### src/rtl/pcf_ram.sv
// ----------------------------------------------------------------------------
// pcf_ram
// Generic simple dual-port RAM, one write port, one registered read port.
// ----------------------------------------------------------------------------
module pcf_ram #(
    parameter int WIDTH = 32,
    parameter int DEPTH = 64
) (
    input  logic                     aclk,
    input  logic                     we,
    input  logic [$clog2(DEPTH)-1:0] waddr,
    input  logic [WIDTH-1:0]         wdata,
    input  logic [$clog2(DEPTH)-1:0] raddr,
    output logic [WIDTH-1:0]         rdata
);

    logic [WIDTH-1:0] mem [DEPTH];

    always_ff @(posedge aclk) begin
        if (we) begin
            mem[waddr] <= wdata;
        end
        rdata <= mem[raddr];
    end

endmodule

### config.mk
export PLATFORM = sky130hd
export DESIGN_NAME = pcf_ram
export DESIGN_NICKNAME = d
export VERILOG_FILES = /design/src/rtl/pcf_ram.sv
export SDC_FILE = /design/constraint.sdc
export NUM_CORES = 2
export LEC_CHECK = 0
export ABC_AREA = 1
export BUFFER_PORTS_ARGS = -buffer_cell sky130_fd_sc_hd__buf_4
export CAP_MARGIN = 5
export CORE_ASPECT_RATIO = 1.4
export CORE_MARGIN = 2
export CORE_UTILIZATION = 35
export CTS_BUF_LIST = sky130_fd_sc_hd__clkbuf_8
export DETAILED_ROUTE_END_ITERATION = 7
export GPL_TIMING_DRIVEN = 0
export PLACE_DENSITY = 0.54
export SKIP_CTS_REPAIR_TIMING = 1
export SYNTH_ARGS = -nofsm -noshare
export SYNTH_HDL_FRONTEND = slang
export SYNTH_SLANG_ARGS = --single-unit
### constraint.sdc
create_clock -name aclk -period 9.07 [get_ports aclk]
set_input_delay 0.4535 -clock aclk [delete_from_list [all_inputs] [get_ports aclk]]
set_output_delay 0.4535 -clock aclk [all_outputs]
set_load 0.02 [all_outputs]
* Yosys cells after proc, flatten, opt, wreduce, memory -nomap -nowiden
Memories as Yosys holds them, arrays and structs flattened. A register that Yosys moved wholly into a read port is not among the register bits. Index checks and enable logic that the tools add are counted.
Storage, ports and cells: register bits after elaboration 0, bits in latches 0, bits in writable memories 2048, memory bits (read-only) 0, bits of input ports 46, output and inout port bits 32, word-level logic and storage cells 3, memories kept 1
Operators by class: add/sub/neg operators 0, multipliers 0, divide/modulo/power cells 0, $lt $le $gt $ge 0, equality and inequality tests 0, shift operators 0, muxes and demuxes 2, bitwise logic cells 0, reductions and logical operators 0
Memory list:
- mem | words 64, width 32, read ports 1, clocked after Yosys merged registers in 1, write ports 1, RTL line 17 | logic [WIDTH-1:0] mem [DEPTH];
Operator list (count):
- 1-bit two-way mux | 2

* Depth between registers and ports, before layout
word-level depth 2, mapped depth 13, depth with buffers taken out 9

* Worst setup path before layout
Ideal clock, no wire load.
path kind input-to-reg, from in we, to mem mem[48][0] (enable), library setup time 0.502 ns, arrival 4.081 ns, path slack 4.487 ns, cell stages on the path 3, path buffers 1, cell sequence clkbuf_1 > nand4_1 > nor4_1
Between the ends: cells in the longest elaborated chain, start to end 2
RTL lines:
- start: declaration | RTL line 10 | input logic we,
- 1-bit two-way mux | RTL line 20 | if (we) begin
- 1-bit two-way mux (not written as such) | RTL line 21 | mem[waddr] <= wdata;
- end: declaration | RTL line 17
Every way passes these cells.

==> run summary <==
Hold timing on the final database bottoms out at a slack of 0.04171 ns. The run gives 240400 um2 as the floorplan die area. The critical path class was input port to register. Detailed placement finished with a half-perimeter wire length of 243200 um.

TritonCTS built the clock tree. The critical path goes through buf_4 -> inv_1 -> clkbuf_1 -> clkbuf_1 -> nand3_1 -> nand3_1 -> nand2_1 -> nand2_1 -> nand2_1. The net switching fraction of the power came out at 26.12%. The worst path in the final design needs a cycle of 3.134 ns, including I/O delays and setup. IR analysis of the VDD net gives a maximum drop of 98.29 uV. The cell area after placement is 89780 um2. The worst hold-check path type is input port to register. The tools report the via total after detailed routing as 60530. The flow ran to the end, but the final reports show violations. The sequential cell fraction of total power was 53.5%; the number of top-level design ports was 78. The clock-pin slew of the registers on the worst-case setup and hold paths was 0.07 ns; the wire length of the first global-routing pass was 478800 um. The largest single stage delay on the critical path is 1.01 ns. The register bit count reported by yosys is 2080, and the tightest slew margin relative to the limit is -1.842%. The number of warning messages in the yosys log came out at 0.

For the initial antenna violation count, the log shows 52. The clock latency on the worst-skew pair was 1.01 ns; the power density relative to cell area was 208.0 nW/um2. For this design the total switching power over the nets is 5.203 mW.

The number of clock sinks seen by CTS is 2080, and the total setup violations reported at the end of the flow is 0. The kind of launch point of the worst setup path was an input port. Port buffering added 69 buffers. After synthesis, the netlist uses 16 different library cells. Entering global routing, the biggest net connects 65 pins. Slowest library cell on the worst path: clkbuf_1. In the finished design, the share of the clock period the worst path needs comes to 34.55%. The run gives 56060 as the number of global-route vias before repair.

The checks that failed: design-rule violations, max-capacitance violations, max-slew violations. The number of nets produced by synthesis was 6815; the slew at the pin closest to its max-slew limit was 1.528 ns. The logs give 0.3191 GHz for the achievable frequency and 5.062 ns for the post-placement setup slack. The floorplan die width came out at 414.9 um. The critical path contains buffers and inverters numbering 4 combined. In the routed layout, each cell is associated on average with a via count of 5.685.

The number of hold violations in the final report is 0, and the starting DRC count in detailed routing is 8852. After routing the design area is 95740 um2. For this design the static power due to leakage is 34.14 nW.

The vertical die dimension came out at 579.3 um. The internal portion of the total power is 14.71 mW. The aggregate global-route resource usage is 29.27%. The net count of the finished layout is 7352. The number of max-capacitance violations reported was 1. Wires add up to 360700 um. The tools report the maximum clock path buffer count as 4. Number of max-slew violations in the final report: 11.

The worst setup path is captured at a register. CTS buffer count: 323. Counting every instance in the synthesized netlist gives 6769.

In this run the core area contains 211 standard-cell rows. Sequential cells were found to cover 75.10% of the synthesized design area. The DRC violation count after routing came out at 1.

The largest fanout on the critical path is 10. The initial utilization of the core area, before any placement, comes to 35.13%. The clock share of power is 38.0%, and the layout cell share with drive strength beyond 1 is 13.46%. The tools report the buffer type at the clock tree root as clkbuf_8.

H-tree level count: 5. The relative contribution of combinational cells to total power was 8.4%. Setup repair after global routing left no endpoint under its margin. The placeable core area is 235500 um2, and the first-pass iteration count of the detailed router is 8. Data on the critical path arrives at its endpoint at 3.90 ns. Routability-driven placement finished with a final weighted congestion of 1.022. The setup clock skew after layout is 0.09731 ns. The worst path setup slack after routing is 5.936 ns. The average instance in the mapped netlist occupies 12.22 um2. The netlist area before placement is 82740 um2, and the count of antenna-violating nets left after detailed routing is 0. Minimum setup slack among reg-to-reg paths: 6.76 ns. The growth of design area from synthesis to finish came out at 15.72%. The required time at the worst-slack endpoint came out at 9.83 ns. Among the stages of the critical path, the cell type that occurs most often is nand2_1. Cell class contributing the biggest share of worst-path delay: buffers and inverters. After detailed routing, the average wire length per cell comes to 33.88 um. Summed over all layers, the global routing overflow is 0.
[per-layer routing]
metal,global-route usage [%],share of wire [%],vias to the layer above,routed length (um)
met3,6.129,9.9,1087,35750
li1,-,-,25260,-
met2,46.55,45,4121,163600
met5,0,0.055,-,200
met1,34.18,35,30030,124700
met4,24.51,10,28,36410
[worst register-to-register path, stage by stage (launching register included)]
cell,delay (ns)
edfxtp_1,0.36
nand2_1,0.07
nand3_1,0.07
nand3_1,0.10
nand3_1,0.55
nand3_1,0.33
nand2_1,0.16
nand2_1,0.21
nand2_1,0.25
[power groups by stage]
stage	clock, mW	combinational [mW]	sequential, mW
after floorplan	0	0.654	10.9
after global placement	0	1.59	10.9
after detailed placement	0	1.63	10.9
after CTS	7.60	1.63	10.7
after global routing	7.98	1.71	10.7
final	7.57	1.68	10.7
[per-stage QoR]
| step | util [%] | TNS (ns) | cells | total power [mW] |
|---|---|---|---|---|
| 6_report | 40.66 | 0 | 10650 | 19.92 |
| 5_1_grt | 40.64 | 0 | 10630 | 20.35 |
| 4_1_cts | 40.62 | 0 | 10630 | 19.89 |
| 3_5_place_dp | 38.12 | 0 | 10070 | 12.49 |
| 3_3_place_gp | 37.00 | -454.38 | 9926 | 12.46 |
| 2_1_floorplan | - | 0 | 6769 | 11.54 |
[sequential cells by signal (all words and copies together), names as in the netlist]
signal,count
mem,2048
rdata,32
[path summary, 6_finish.rpt]
path | from | endpoint | cells after the start
max | raddr[3] | rdata[15] | 9
min | wdata[29] | mem[9][29] | 1
max reg2reg | mem[33][15] | rdata[15] | 8
min reg2reg | mem[54][28] | rdata[28] | 8
[cell families after synthesis]
family / share of synthesized area (%)
buffers and inverters: 2.779
DFF: 75.10
and+or+nand+nor: 22.12
[placed cells by master (no fill, tap or decap), types with 8 or more instances in the layout]
cell        Yosys  routed
buf_1          40      40
buf_12          0      65
buf_16          0      15
buf_2         282     282
buf_4          45     172
bufinv_16       0       9
clkbuf_1       77      75
clkbuf_8        0     342
clkinv_1        0      59
clkinv_2        0      34
clkinvlp_4      0       8
dfxtp_1        32      32
diode_2         0      18
edfxtp_1     2048    2048
inv_1           9     108
nand2_1      2248    2248
nand3_1      1907    1907
nand4_1         9       9
nor2_4          0      56
nor4_2          0       8
[final cells by class]
cell class | instances | area (um2)
antenna | 18 | 45.04
buffer | 449 | 2255
clock buffer | 342 | 4707
clock inverter | 218 | 1182
fill | 22240 | 139800
inverter | 12 | 47.55
multi-input combinational | 4228 | 18770
sequential | 2080 | 62140
tap | 3088 | 3864
timing repair buffer | 212 | 2731
[cells in the mapped netlist]
| library cell | count | area (um2) |
|---|---|---|
| inv_4 | 1 | 6.260 |
| nor4_1 | 8 | 50.05 |
| buf_1 | 40 | 150.1 |
| buf_6 | 3 | 33.78 |
| nor2_1 | 56 | 210.2 |
| nand3_1 | 1907 | 9544 |
| buf_4 | 45 | 337.8 |
| buf_8 | 2 | 30.03 |
| inv_1 | 9 | 33.78 |
| nand4_1 | 9 | 56.30 |
| inv_2 | 2 | 7.510 |
| dfxtp_1 | 32 | 640.6 |
| edfxtp_1 | 2048 | 61500 |
| buf_2 | 282 | 1411 |
| nand2_1 | 2248 | 8438 |
| clkbuf_1 | 77 | 289.0 |
(Power assumes the default switching activity.)
